**config.mk**
```make
export PLATFORM = sky130hd
export DESIGN_NAME = positional_list_engine_flat
export DESIGN_NICKNAME = d
export VERILOG_FILES = /design/src/rtl/pls_pkg.sv /design/src/rtl/pls_if.sv /design/src/rtl/positional_list_engine.sv /design/src/rtl/pls_datapath.sv /design/src/rtl/pls_ctrl.sv /design/src/flat_wrapper.sv
export SDC_FILE = /design/constraint.sdc
export NUM_CORES = 2
export LEC_CHECK = 0
export ABC_AREA = 1
export CELL_PAD_IN_SITES_DETAIL_PLACEMENT = 1
export CELL_PAD_IN_SITES_GLOBAL_PLACEMENT = 2
export CORE_MARGIN = 10
export CORE_UTILIZATION = 44
export DETAILED_ROUTE_END_ITERATION = 10
export DONT_BUFFER_PORTS = 1
export GPL_TIMING_DRIVEN = 0
export PLACE_DENSITY_LB_ADDON = 0.1
export RECOVER_POWER = 50
export SLEW_MARGIN = 20
export SYNTH_ARGS = -nofsm -noshare
export SYNTH_HDL_FRONTEND = slang
export SYNTH_SLANG_ARGS = --single-unit
export TNS_END_PERCENT = 5
```
**constraint.sdc**
```tcl
create_clock -name clk -period 8.95 [get_ports clk]
set_clock_uncertainty 0.05 [all_clocks]
set_input_delay 1.3425 -clock clk [delete_from_list [all_inputs] [get_ports clk]]
set_output_delay 1.3425 -clock clk [all_outputs]
set_load 0.01 [all_outputs]
```
**src/rtl/pls_pkg.sv**
```systemverilog
// pls_pkg: operation codes, status codes and the command/status structs
// shared by the positional list engine controller and datapath.
// No dependencies.
`default_nettype none

package pls_pkg;

  // Operation kinds carried by an input item
  localparam logic [3:0] KIND_INS_FIRST = 4'd0;
  localparam logic [3:0] KIND_INS_LAST  = 4'd1;
  localparam logic [3:0] KIND_INS_AT    = 4'd2;
  localparam logic [3:0] KIND_DEL_FIRST = 4'd3;
  localparam logic [3:0] KIND_DEL_LAST  = 4'd4;
  localparam logic [3:0] KIND_DEL_AT    = 4'd5;
  localparam logic [3:0] KIND_SET       = 4'd6;
  localparam logic [3:0] KIND_SEARCH    = 4'd7;
  localparam logic [3:0] KIND_FREQ      = 4'd8;

  // Result status codes
  localparam logic [1:0] STS_OK      = 2'd0;
  localparam logic [1:0] STS_BAD_POS = 2'd1;
  localparam logic [1:0] STS_EMPTY   = 2'd2;
  localparam logic [1:0] STS_FULL    = 2'd3;

  // Operation classes reported to the controller
  localparam logic [2:0] OPC_NONE = 3'd0;
  localparam logic [2:0] OPC_INS  = 3'd1;
  localparam logic [2:0] OPC_DEL  = 3'd2;
  localparam logic [2:0] OPC_SET  = 3'd3;
  localparam logic [2:0] OPC_SCAN = 3'd4;

  // Pointer load sources
  localparam logic [1:0] PTR_ZERO   = 2'd0;
  localparam logic [1:0] PTR_COUNT  = 2'd1;
  localparam logic [1:0] PTR_DEL_AT = 2'd2;

  // Read address sources
  localparam logic [1:0] RD_PTR    = 2'd0;
  localparam logic [1:0] RD_PTR_M1 = 2'd1;
  localparam logic [1:0] RD_PTR_P1 = 2'd2;

  // Write address/data sources
  localparam logic [1:0] WR_SHIFT = 2'd0;  // mem[ptr]    <= read data
  localparam logic [1:0] WR_INS   = 2'd1;  // mem[ins_at] <= value
  localparam logic [1:0] WR_SET   = 2'd2;  // mem[pos-1]  <= value

  typedef struct packed {
    logic       latch;        // capture the accepted item
    logic       save_status;  // register result status, clear match count
    logic       load_ptr;
    logic [1:0] ptr_src;
    logic       ptr_inc;
    logic       ptr_dec;
    logic       rd_en;
    logic [1:0] rd_src;
    logic       scan_rd;      // this read feeds the comparator
    logic       wr_en;
    logic [1:0] wr_src;
    logic       cnt_inc;
    logic       cnt_dec;
    logic       load_out;
  } pls_cmd_t;

  typedef struct packed {
    logic [2:0] op_class;
    logic       err;           // rejected: no change to the list
    logic       empty;
    logic       ins_no_shift;  // insert lands at the current end
    logic       up_last;       // this shift-up write is the last one
    logic       del_no_shift;  // delete removes the last entry
    logic       dn_last;       // this shift-down write is the last one
    logic       scan_last;     // this scan read is the last one
  } pls_stat_t;

endpackage

`default_nettype wire

```
**src/rtl/pls_if.sv**
```systemverilog
// pls_in_if / pls_out_if: valid/ready channels for operation items and
// result items of the positional list engine. No dependencies.
`default_nettype none

interface pls_in_if;
  logic               valid;
  logic               ready;
  logic        [3:0]  kind;
  logic signed [31:0] value;
  logic        [7:0]  position;

  modport source (output valid, kind, value, position, input ready);
  modport sink   (input valid, kind, value, position, output ready);
endinterface

interface pls_out_if;
  logic       valid;
  logic       ready;
  logic [1:0] status;
  logic       found;
  logic [6:0] match_count;
  logic [6:0] entry_count;

  modport source (output valid, status, found, match_count, entry_count, input ready);
  modport sink   (input valid, status, found, match_count, entry_count, output ready);
endinterface

`default_nettype wire

```
**src/rtl/positional_list_engine.sv**
```systemverilog
// Positional list engine: an ordered store of up to CAPACITY words kept in a
// single-port memory. Each item is one operation and gives one result item.
// A set writes one word; rejected and unknown operations touch no memory. An
// insert or delete moves each affected entry by a read and then a write, and a
// search or frequency count reads each entry held through the comparator
// (none when the list is empty). The next item is accepted as soon as the
// previous result sits in the output register. Reset clears the entry count,
// not the memory contents; no clearing pass.
// Depends on pls_pkg, pls_if, pls_ctrl and pls_datapath.
`default_nettype none

module positional_list_engine #(
  parameter int CAPACITY   = 64,
  parameter int DATA_WIDTH = 32
) (
  input  wire         clk,
  input  wire         rst_n,
  pls_in_if.sink      in_ch,
  pls_out_if.source   out_ch
);
  import pls_pkg::*;

  pls_cmd_t  cmd;
  pls_stat_t st;

  pls_ctrl u_ctrl (
    .clk       (clk),
    .rst_n     (rst_n),
    .in_valid  (in_ch.valid),
    .in_ready  (in_ch.ready),
    .out_valid (out_ch.valid),
    .out_ready (out_ch.ready),
    .st        (st),
    .cmd       (cmd)
  );

  pls_datapath #(
    .CAPACITY   (CAPACITY),
    .DATA_WIDTH (DATA_WIDTH)
  ) u_dp (
    .clk             (clk),
    .rst_n           (rst_n),
    .cmd             (cmd),
    .st              (st),
    .in_kind         (in_ch.kind),
    .in_value        (in_ch.value),
    .in_position     (in_ch.position),
    .out_status      (out_ch.status),
    .out_found       (out_ch.found),
    .out_match_count (out_ch.match_count),
    .out_entry_count (out_ch.entry_count)
  );

endmodule

`default_nettype wire

```
**src/rtl/pls_datapath.sv**
```systemverilog
// pls_datapath: entry memory, entry count, scan pointer, comparator and
// result registers of the positional list engine. Uses pls_pkg.
`default_nettype none

module pls_datapath #(
  parameter int CAPACITY   = 64,
  parameter int DATA_WIDTH = 32
) (
  input  wire                  clk,
  input  wire                  rst_n,
  input  pls_pkg::pls_cmd_t    cmd,
  output pls_pkg::pls_stat_t   st,
  input  wire [3:0]            in_kind,
  input  wire signed [31:0]    in_value,
  input  wire [7:0]            in_position,
  output logic [1:0]           out_status,
  output logic                 out_found,
  output logic [6:0]           out_match_count,
  output logic [6:0]           out_entry_count
);
  import pls_pkg::*;

  localparam int AW = $clog2(CAPACITY);
  localparam int CW = $clog2(CAPACITY + 1);
  localparam int PW = (CW > 8) ? CW + 1 : 9;
  localparam logic [CW-1:0] CAP_C = CW'(CAPACITY);

  logic [DATA_WIDTH-1:0] mem [CAPACITY];
  logic [DATA_WIDTH-1:0] rdata_r;

  logic [3:0]            kind_r;
  logic [DATA_WIDTH-1:0] value_r;
  logic [7:0]            pos_r;
  logic [CW-1:0]         count_r;
  logic [CW-1:0]         ptr_r;
  logic [CW-1:0]         match_r;
  logic                  cmp_pend_r;
  logic [1:0]            res_status_r;

  logic [DATA_WIDTH-1:0] value_fit;
  logic [PW-1:0]         pos_w;
  logic [PW-1:0]         cnt_w;
  logic [PW-1:0]         pos_m1;
  logic [CW-1:0]         pos_idx;
  logic                  ins_pos_ok;
  logic                  del_pos_ok;
  logic                  full;
  logic                  empty;
  logic [CW-1:0]         ins_at;
  logic [CW-1:0]         del_at;
  logic [1:0]            code;
  logic [2:0]            op_class;
  logic [CW-1:0]         rd_addr;
  logic [CW-1:0]         wr_addr;
  logic [DATA_WIDTH-1:0] wr_data;
  logic [CW+6:0]         match_ext;
  logic [CW+6:0]         count_ext;

  // Sign-extend or truncate the 32-bit word to the stored width
  if (DATA_WIDTH <= 32) begin : g_trunc
    assign value_fit = in_value[DATA_WIDTH-1:0];
  end else begin : g_sext
    assign value_fit = {{(DATA_WIDTH-32){in_value[31]}}, in_value};
  end

  // Position checks against the current count
  assign pos_w      = {{(PW-8){1'b0}}, pos_r};
  assign cnt_w      = {{(PW-CW){1'b0}}, count_r};
  assign pos_m1     = pos_w - PW'(1);
  assign pos_idx    = pos_m1[CW-1:0];
  assign ins_pos_ok = (pos_r != 8'd0) && (pos_w <= cnt_w + PW'(1));
  assign del_pos_ok = (pos_r != 8'd0) && (pos_w <= cnt_w);
  assign full       = (count_r == CAP_C);
  assign empty      = (count_r == '0);

  // Target index of insert and delete
  always_comb begin
    unique case (kind_r)
      KIND_INS_FIRST: ins_at = '0;
      KIND_INS_LAST:  ins_at = count_r;
      default:        ins_at = pos_idx;
    endcase
    unique case (kind_r)
      KIND_DEL_FIRST: del_at = '0;
      KIND_DEL_LAST:  del_at = count_r - CW'(1);
      default:        del_at = pos_idx;
    endcase
  end

  // Decode: operation class and result status
  always_comb begin
    op_class = OPC_NONE;
    code     = STS_OK;
    unique case (kind_r)
      KIND_INS_FIRST, KIND_INS_LAST, KIND_INS_AT: begin
        op_class = OPC_INS;
        if (full)                                   code = STS_FULL;
        else if (kind_r == KIND_INS_AT && !ins_pos_ok) code = STS_BAD_POS;
      end
      KIND_DEL_FIRST, KIND_DEL_LAST, KIND_DEL_AT: begin
        op_class = OPC_DEL;
        if (empty)                                  code = STS_EMPTY;
        else if (kind_r == KIND_DEL_AT && !del_pos_ok) code = STS_BAD_POS;
      end
      KIND_SET: begin
        op_class = OPC_SET;
        if (!del_pos_ok) code = STS_BAD_POS;
      end
      KIND_SEARCH, KIND_FREQ: op_class = OPC_SCAN;
      default: op_class = OPC_NONE;
    endcase
  end

  // Status to the controller
  assign st.op_class     = op_class;
  assign st.err          = (code != STS_OK);
  assign st.empty        = empty;
  assign st.ins_no_shift = (count_r == ins_at);
  assign st.up_last      = ((ptr_r - CW'(1)) == ins_at);
  assign st.del_no_shift = ((del_at + CW'(1)) >= count_r);
  assign st.dn_last      = ((ptr_r + CW'(2)) >= count_r);
  assign st.scan_last    = ((ptr_r + CW'(1)) == count_r);

  // Memory address and data selection
  always_comb begin
    unique case (cmd.rd_src)
      RD_PTR_M1: rd_addr = ptr_r - CW'(1);
      RD_PTR_P1: rd_addr = ptr_r + CW'(1);
      default:   rd_addr = ptr_r;
    endcase
    unique case (cmd.wr_src)
      WR_INS: begin
        wr_addr = ins_at;
        wr_data = value_r;
      end
      WR_SET: begin
        wr_addr = pos_idx;
        wr_data = value_r;
      end
      default: begin
        wr_addr = ptr_r;
        wr_data = rdata_r;
      end
    endcase
  end

  // Entry memory: one write, one registered read per cycle
  always_ff @(posedge clk) begin
    if (cmd.wr_en) begin
      mem[wr_addr[AW-1:0]] <= wr_data;
    end
    if (cmd.rd_en) begin
      rdata_r <= mem[rd_addr[AW-1:0]];
    end
  end

  // Item capture, pointer, status and match counter
  always_ff @(posedge clk) begin
    if (cmd.latch) begin
      kind_r  <= in_kind;
      value_r <= value_fit;
      pos_r   <= in_position;
    end
    if (cmd.load_ptr) begin
      unique case (cmd.ptr_src)
        PTR_COUNT:  ptr_r <= count_r;
        PTR_DEL_AT: ptr_r <= del_at;
        default:    ptr_r <= '0;
      endcase
    end else if (cmd.ptr_inc) begin
      ptr_r <= ptr_r + CW'(1);
    end else if (cmd.ptr_dec) begin
      ptr_r <= ptr_r - CW'(1);
    end
    if (cmd.save_status) begin
      res_status_r <= code;
      match_r      <= '0;
    end else if (cmp_pend_r && (rdata_r == value_r)) begin
      match_r <= match_r + CW'(1);
    end
  end

  // Control registers: entry count and compare pending flag
  always_ff @(posedge clk) begin
    if (!rst_n) begin
      count_r    <= '0;
      cmp_pend_r <= 1'b0;
    end else begin
      cmp_pend_r <= cmd.scan_rd;
      if (cmd.cnt_inc)      count_r <= count_r + CW'(1);
      else if (cmd.cnt_dec) count_r <= count_r - CW'(1);
    end
  end

  // Result registers
  assign match_ext = {7'd0, match_r};
  assign count_ext = {7'd0, count_r};

  always_ff @(posedge clk) begin
    if (cmd.load_out) begin
      out_status      <= res_status_r;
      out_found       <= (kind_r == KIND_SEARCH) && (match_r != '0);
      out_match_count <= (kind_r == KIND_FREQ) ? match_ext[6:0] : 7'd0;
      out_entry_count <= count_ext[6:0];
    end
  end

  // Checks
  a_cnt_bound: assert property (@(posedge clk) disable iff (!rst_n)
    count_r <= CAP_C) else $error("entry count above capacity");
  a_inc_room: assert property (@(posedge clk) disable iff (!rst_n)
    cmd.cnt_inc |-> !full) else $error("insert committed while full");
  a_dec_some: assert property (@(posedge clk) disable iff (!rst_n)
    cmd.cnt_dec |-> !empty) else $error("delete committed while empty");

endmodule

`default_nettype wire

```
**src/rtl/pls_ctrl.sv**
```systemverilog
// pls_ctrl: sequencing state machine of the positional list engine.
// Drives datapath commands from its status; uses pls_pkg.
`default_nettype none

module pls_ctrl (
  input  wire                 clk,
  input  wire                 rst_n,
  input  wire                 in_valid,
  output logic                in_ready,
  output logic                out_valid,
  input  wire                 out_ready,
  input  pls_pkg::pls_stat_t  st,
  output pls_pkg::pls_cmd_t   cmd
);
  import pls_pkg::*;

  localparam logic [3:0] S_IDLE     = 4'd0;
  localparam logic [3:0] S_DECIDE   = 4'd1;
  localparam logic [3:0] S_UP_RD    = 4'd2;
  localparam logic [3:0] S_UP_WR    = 4'd3;
  localparam logic [3:0] S_PUT      = 4'd4;
  localparam logic [3:0] S_DN_RD    = 4'd5;
  localparam logic [3:0] S_DN_WR    = 4'd6;
  localparam logic [3:0] S_DEL_END  = 4'd7;
  localparam logic [3:0] S_SCAN     = 4'd8;
  localparam logic [3:0] S_SCAN_END = 4'd9;
  localparam logic [3:0] S_DONE     = 4'd10;

  logic [3:0] state_r, state_nxt;
  logic       out_valid_r, out_valid_nxt;

  assign in_ready  = (state_r == S_IDLE);
  assign out_valid = out_valid_r;

  // Next state and commands
  always_comb begin
    cmd       = '0;
    state_nxt = state_r;
    unique case (state_r)
      S_IDLE: begin
        if (in_valid) begin
          cmd.latch = 1'b1;
          state_nxt = S_DECIDE;
        end
      end
      S_DECIDE: begin
        cmd.save_status = 1'b1;
        if (st.err) begin
          state_nxt = S_DONE;
        end else begin
          unique case (st.op_class)
            OPC_INS: begin
              cmd.load_ptr = 1'b1;
              cmd.ptr_src  = PTR_COUNT;
              state_nxt    = st.ins_no_shift ? S_PUT : S_UP_RD;
            end
            OPC_DEL: begin
              cmd.load_ptr = 1'b1;
              cmd.ptr_src  = PTR_DEL_AT;
              state_nxt    = st.del_no_shift ? S_DEL_END : S_DN_RD;
            end
            OPC_SET: begin
              cmd.wr_en  = 1'b1;
              cmd.wr_src = WR_SET;
              state_nxt  = S_DONE;
            end
            OPC_SCAN: begin
              if (st.empty) begin
                state_nxt = S_DONE;
              end else begin
                cmd.load_ptr = 1'b1;
                cmd.ptr_src  = PTR_ZERO;
                state_nxt    = S_SCAN;
              end
            end
            default: state_nxt = S_DONE;
          endcase
        end
      end
      // Open a gap: mem[ptr] <= mem[ptr-1], walking down to the target
      S_UP_RD: begin
        cmd.rd_en  = 1'b1;
        cmd.rd_src = RD_PTR_M1;
        state_nxt  = S_UP_WR;
      end
      S_UP_WR: begin
        cmd.wr_en   = 1'b1;
        cmd.wr_src  = WR_SHIFT;
        cmd.ptr_dec = 1'b1;
        state_nxt   = st.up_last ? S_PUT : S_UP_RD;
      end
      S_PUT: begin
        cmd.wr_en   = 1'b1;
        cmd.wr_src  = WR_INS;
        cmd.cnt_inc = 1'b1;
        state_nxt   = S_DONE;
      end
      // Close a gap: mem[ptr] <= mem[ptr+1], walking up to the end
      S_DN_RD: begin
        cmd.rd_en  = 1'b1;
        cmd.rd_src = RD_PTR_P1;
        state_nxt  = S_DN_WR;
      end
      S_DN_WR: begin
        cmd.wr_en   = 1'b1;
        cmd.wr_src  = WR_SHIFT;
        cmd.ptr_inc = 1'b1;
        state_nxt   = st.dn_last ? S_DEL_END : S_DN_RD;
      end
      S_DEL_END: begin
        cmd.cnt_dec = 1'b1;
        state_nxt   = S_DONE;
      end
      // Stream every entry through the comparator
      S_SCAN: begin
        cmd.rd_en   = 1'b1;
        cmd.rd_src  = RD_PTR;
        cmd.scan_rd = 1'b1;
        cmd.ptr_inc = 1'b1;
        state_nxt   = st.scan_last ? S_SCAN_END : S_SCAN;
      end
      S_SCAN_END: state_nxt = S_DONE;
      // Hand the result to the output register once it is free
      S_DONE: begin
        if (!out_valid_r || out_ready) begin
          cmd.load_out = 1'b1;
          state_nxt    = S_IDLE;
        end
      end
      default: state_nxt = S_IDLE;
    endcase
  end

  // Output valid flag
  always_comb begin
    out_valid_nxt = out_valid_r;
    if (cmd.load_out)     out_valid_nxt = 1'b1;
    else if (out_ready)   out_valid_nxt = 1'b0;
  end

  always_ff @(posedge clk) begin
    if (!rst_n) begin
      state_r     <= S_IDLE;
      out_valid_r <= 1'b0;
    end else begin
      state_r     <= state_nxt;
      out_valid_r <= out_valid_nxt;
    end
  end

  // Checks
  a_busy_after_accept: assert property (@(posedge clk) disable iff (!rst_n)
    (in_valid && in_ready) |=> !in_ready) else $error("item accepted while busy");
  a_no_overwrite: assert property (@(posedge clk) disable iff (!rst_n)
    cmd.load_out |-> (!out_valid_r || out_ready)) else $error("pending result overwritten");
  a_one_port_op: assert property (@(posedge clk) disable iff (!rst_n)
    !(cmd.rd_en && cmd.wr_en)) else $error("read and write in one cycle");
  a_result_source: assert property (@(posedge clk) disable iff (!rst_n)
    $rose(out_valid_r) |-> ($past(state_r) == S_DONE)) else $error("result outside done");

endmodule

`default_nettype wire
```
**src/flat_wrapper.sv**
```systemverilog
// flat-port wrapper written by rule: the top's interface ports become plain ports
module positional_list_engine_flat import pls_pkg::*;
#(
  parameter int CAPACITY   = 64,
  parameter int DATA_WIDTH = 32
)
  (clk, rst_n, in_ch_valid, in_ch_kind, in_ch_value, in_ch_position, in_ch_ready, out_ch_valid, out_ch_status, out_ch_found, out_ch_match_count, out_ch_entry_count, out_ch_ready);
  pls_in_if in_ch_i ();
  pls_out_if out_ch_i ();
  input  wire clk;
  input  wire rst_n;
  input wire logic [$bits(in_ch_i.valid)-1:0] in_ch_valid;
  input wire logic [$bits(in_ch_i.kind)-1:0] in_ch_kind;
  input wire logic [$bits(in_ch_i.value)-1:0] in_ch_value;
  input wire logic [$bits(in_ch_i.position)-1:0] in_ch_position;
  output wire logic [$bits(in_ch_i.ready)-1:0] in_ch_ready;
  output wire logic [$bits(out_ch_i.valid)-1:0] out_ch_valid;
  output wire logic [$bits(out_ch_i.status)-1:0] out_ch_status;
  output wire logic [$bits(out_ch_i.found)-1:0] out_ch_found;
  output wire logic [$bits(out_ch_i.match_count)-1:0] out_ch_match_count;
  output wire logic [$bits(out_ch_i.entry_count)-1:0] out_ch_entry_count;
  input wire logic [$bits(out_ch_i.ready)-1:0] out_ch_ready;
  assign in_ch_i.valid = in_ch_valid;
  assign in_ch_i.kind = in_ch_kind;
  assign in_ch_i.value = in_ch_value;
  assign in_ch_i.position = in_ch_position;
  assign in_ch_ready = in_ch_i.ready;
  assign out_ch_valid = out_ch_i.valid;
  assign out_ch_status = out_ch_i.status;
  assign out_ch_found = out_ch_i.found;
  assign out_ch_match_count = out_ch_i.match_count;
  assign out_ch_entry_count = out_ch_i.entry_count;
  assign out_ch_i.ready = out_ch_ready;
  positional_list_engine #(.CAPACITY(CAPACITY), .DATA_WIDTH(DATA_WIDTH)) u_core (.clk(clk), .rst_n(rst_n), .in_ch(in_ch_i), .out_ch(out_ch_i));
endmodule
```
==> results.md <==
* Outcome: finished with violations
* Failing checks: capacitance limit, slew limit
* Clk root buf: clkbuf_16
* Max-Cap Viols at 27
* Routed wl met3 at ~30 mm
* Synth warn at 0
* Slew @ Worst Pin at about 2500 ps
* Core box area at ~210000 um^2
* DR iter-0 viols at 7825
* Hold path start: u_core.u_dp.count_r[4]$_SDFFE_PN0P_
* Hold buffers post-CTS at 0
* IO Count at between 60 and 70
* Vias per inst at between 5 and 6
* Met2 WL post-DR at about 160 mm
* Worst setup margin at approximately 570 ps
* R2R depth at 24
* Final ANT Viol Nets at 0
* Mean Syn Cell Area at approximately 11 um^2
* DR pass1 iterations at 6
* CTS Buffer Depth at 3
* Starting density of the core at between 40% and 50%
* CP endpoint kind: register
* Layout cells sized above 1 at 10.32%
* Routed len/inst at approximately 31 um
* Static leakage at between 0.04 and 0.05 uW
* GRT Overall Usage at between 30% and 40%
* CTS tree: built
* Filler Cell Count at between 20000 and 25000
* Crit path arrival time at roughly 9100 ps
* DP Worst Slack at approximately 1000 ps
* Multi-input gate area at about 23000 um^2
* Largest cells by area after synthesis: edfxtp_1 (70%), nand2_1 (12%), nand3_1 (5.7%), o211ai_1 (3.4%), inv_1 (2.4%)
* RSZ-0062 raised after global routing: false
* Sequential area share after synthesis at just over 70%
* Register area at 64960 um^2
* CTS Buf Count at 230
* Final setup fails at 0
* Die width at about 480 um
* Hold path cells at 0
* Layout Nets at roughly 8700
* Most frequent cells in the layout: nand2_1 (2992), edfxtp_1 (2150), nand3_1 (1057)
* Met1 Wirelength at around 140 mm
* GP Congestion at a little under 1
* CTS resizes at 0
* Setup CP Type: register to register
* Hpwl dp at about 260 mm
* Fin. Hold Viols at 0
* Slew Viols, Final at about 640
* Relative slew slack at -67.33%
* PortBufs at 0
* Clock Sinks at 2170
* CP Launch Type: register
* Total detailed-routing wirelength at 358.0 mm
* Top layer in use: met5
* H-tree depth at 4
* Placed Area at between 100000 and 150000 um^2
* Worst Hold End: u_core.u_dp.out_entry_count[4]$_DFFE_PP_
* Pin count of the biggest net entering global routing at 50
* CTS clk-pin slew, worst paths at 70 ps
* Syn_nets at 8291
* Area leader, netlist: edfxtp_1
* Initial antenna violation count at 31
* Number of remaining DRC errors at 0
* Worst reg2reg endpoint: u_core.u_dp.mem[8][21]$_DFFE_PP_
* Die area at between 200000 and 250000 um^2
* PwrDens at about 400 nW/um^2
* Vias in the first global route at just under 70000
* Worst hold path type: register to register
* Area Growth Syn to Fin at 15.18%
* Crit path required time at a little under 10000 ps
* Reg2reg setup slack at approximately 570 ps
* Row count at 168
* Tcrit/Tclk final at around 94%
* Setup bufs post-CTS at 0
* Critical path peak fanout at 18
* Vias at roughly 67000
* Syn Std Cell Area at around 90000 um^2
* Most common cell after layout, fill and taps aside: nand2_1
* Top cell type's share of synthesized area at 70.00%
* Grt total ovfl at 0
* Fin crit period at around 8400 ps
* RR Startpoint: u_core.u_dp.count_r[0]$_SDFFE_PN0P_
* Worst VDD drop at approximately 0.00024 V
* First-pass GRT wire length at between 500 and 600 mm
* Final cell area excluding filler cells at ~110000 um^2
* Clock Latency Late Sink at approximately 900 ps
* #FFs+latches synth at 2170
* Power Total at between 40000 and 50000 uW
* Cell variety after synth at 44
* Mapped Cells at 8198
* Die height at between 400 and 500 um
* F_max at 119.3 MHz
[per-layer routing]
layer | vias to the layer above | GRT usage [%]
met4 | 2 | 14.01
met2 | 2937 | 48.44
met3 | 669 | 5.316
met1 | 34123 | 41.14
li1 | 29066 | -
met5 | - | 0
[cells by family after synthesis]
group,after synthesis,synth area share (%)
compound gates,566,4.361
xor+xnor,55,0.5223
fa+ha+maj,45,0.6105
buf+inv,1071,4.851
flops,2170,70.43
simple gates,4291,19.22
[worst max path at each step]
stage / slack, ps / from / cells past startpoint / endpoint
6_report: 570 / u_core.u_dp.count_r[0]$_SDFFE_PN0P_ / 24 / u_core.u_dp.mem[8][21]$_DFFE_PP_
3_3_place_gp: -7600 / u_core.u_dp.count_r[2]$_SDFFE_PN0P_ / 22 / u_core.u_dp.mem[7][15]$_DFFE_PP_
5_1_grt: 300 / u_core.u_dp.count_r[2]$_SDFFE_PN0P_ / 25 / u_core.u_dp.mem[1][19]$_DFFE_PP_
3_5_place_dp: 1030 / u_core.u_dp.count_r[2]$_SDFFE_PN0P_ / 28 / u_core.u_dp.mem[52][18]$_DFFE_PP_
2_1_floorplan: 2480 / u_core.u_dp.count_r[0]$_SDFFE_PN0P_ / 22 / u_core.u_dp.mem[0][27]$_DFFE_PP_
4_1_cts: 1000 / u_core.u_dp.count_r[2]$_SDFFE_PN0P_ / 28 / u_core.u_dp.mem[52][18]$_DFFE_PP_
[critical path, cell delays in order, from the launching register on]
cell	delay, ps
dfxtp_1	660
clkbuf_1	400
inv_1	240
nor3_1	340
inv_1	80
nor2_1	160
nand2_1	70
o21ai_0	80
inv_1	100
ha_1	300
nand2_1	50
nor2_1	160
nand4_1	110
nand2_1	90
nand2_1	90
nand2_1	90
nand3_1	90
nor2_1	290
nand2_1	260
ha_1	390
clkbuf_1	450
clkbuf_1	490
o21ai_1	1680
clkbuf_1	1180
buf_16	250
[sequential cells by signal, indices dropped and copies added, names as in the netlist]
signal                       flops
u_core.u_ctrl.out_valid          1
u_core.u_ctrl.state_r            4
u_core.u_dp.cmp_pend_r           1
u_core.u_dp.count_r              7
u_core.u_dp.kind_r               4
u_core.u_dp.match_r              7
u_core.u_dp.mem               2048
u_core.u_dp.out_entry_count      7
u_core.u_dp.out_found            1
u_core.u_dp.out_match_count      7
u_core.u_dp.out_status           2
u_core.u_dp.pos_r                8
u_core.u_dp.ptr_r                7
u_core.u_dp.rdata_r             32
u_core.u_dp.res_status_r         2
u_core.u_dp.value_r             32
[Yosys cell counts]
| library cell | n |
|---|---|
| a21o_1 | 1 |
| a21oi_1 | 31 |
| a21oi_2 | 1 |
| a21oi_4 | 1 |
| a22oi_1 | 6 |
| a31oi_1 | 6 |
| buf_1 | 33 |
| buf_2 | 321 |
| buf_4 | 4 |
| buf_6 | 5 |
| clkbuf_1 | 100 |
| dfxtp_1 | 20 |
| edfxtp_1 | 2150 |
| ha_1 | 45 |
| inv_1 | 602 |
| inv_2 | 6 |
| nand2_1 | 2990 |
| nand2_2 | 4 |
| nand2_4 | 9 |
| nand3_1 | 1057 |
| nand3b_1 | 1 |
| nand4_1 | 19 |
| nor2_1 | 149 |
| nor2_2 | 1 |
| nor2_4 | 2 |
| nor2_8 | 1 |
| nor3_1 | 10 |
| nor3_2 | 1 |
| nor4_1 | 8 |
| o2111ai_1 | 3 |
| o211ai_1 | 423 |
| o211ai_4 | 1 |
| o21a_1 | 4 |
| o21ai_0 | 68 |
| o21ai_2 | 3 |
| o21bai_1 | 1 |
| o221a_2 | 1 |
| o221ai_1 | 3 |
| o22ai_1 | 8 |
| o31ai_1 | 5 |
| or2_1 | 1 |
| or2_2 | 38 |
| xnor2_1 | 11 |
| xor2_1 | 44 |
[through the flow]
stage | util [%] | hold slack, ps | cells | TNS (ps)
floorplan | - | 350.3 | 8198 | 0
global placement | 45.78 | 360.5 | 11003 | -6177700
detailed placement | 47.90 | 372.1 | 11158 | 0
CTS | 51.32 | 384.0 | 11586 | 0
global route | 50.78 | 402.4 | 11595 | 0
finish | 50.79 | 380.9 | 11602 | 0
[power breakdown]
part | switching, uW | total, uW | internal (uW)
clock | 4120 | 9230 | 5110
combinational | 15700 | 19900 | 4210
sequential | 234 | 13500 | 13200
total | 20100 | 42600 | 22600
[layout make-up]
| type | count | share of cell area [%] |
|---|---|---|
| Antenna cell | 16 | 0.03769 |
| Buffer | 463 | 2.067 |
| Clock buffer | 278 | 5.587 |
| Clock inverter | 150 | 1.142 |
| Inverter | 608 | 2.148 |
| Multi-Input combinational cell | 4957 | 21.93 |
| Sequential cell | 2170 | 61.15 |
| Tap cell | 2805 | 3.304 |
| Timing Repair Buffer | 155 | 2.634 |
Power figures use the tool's default switching activity.
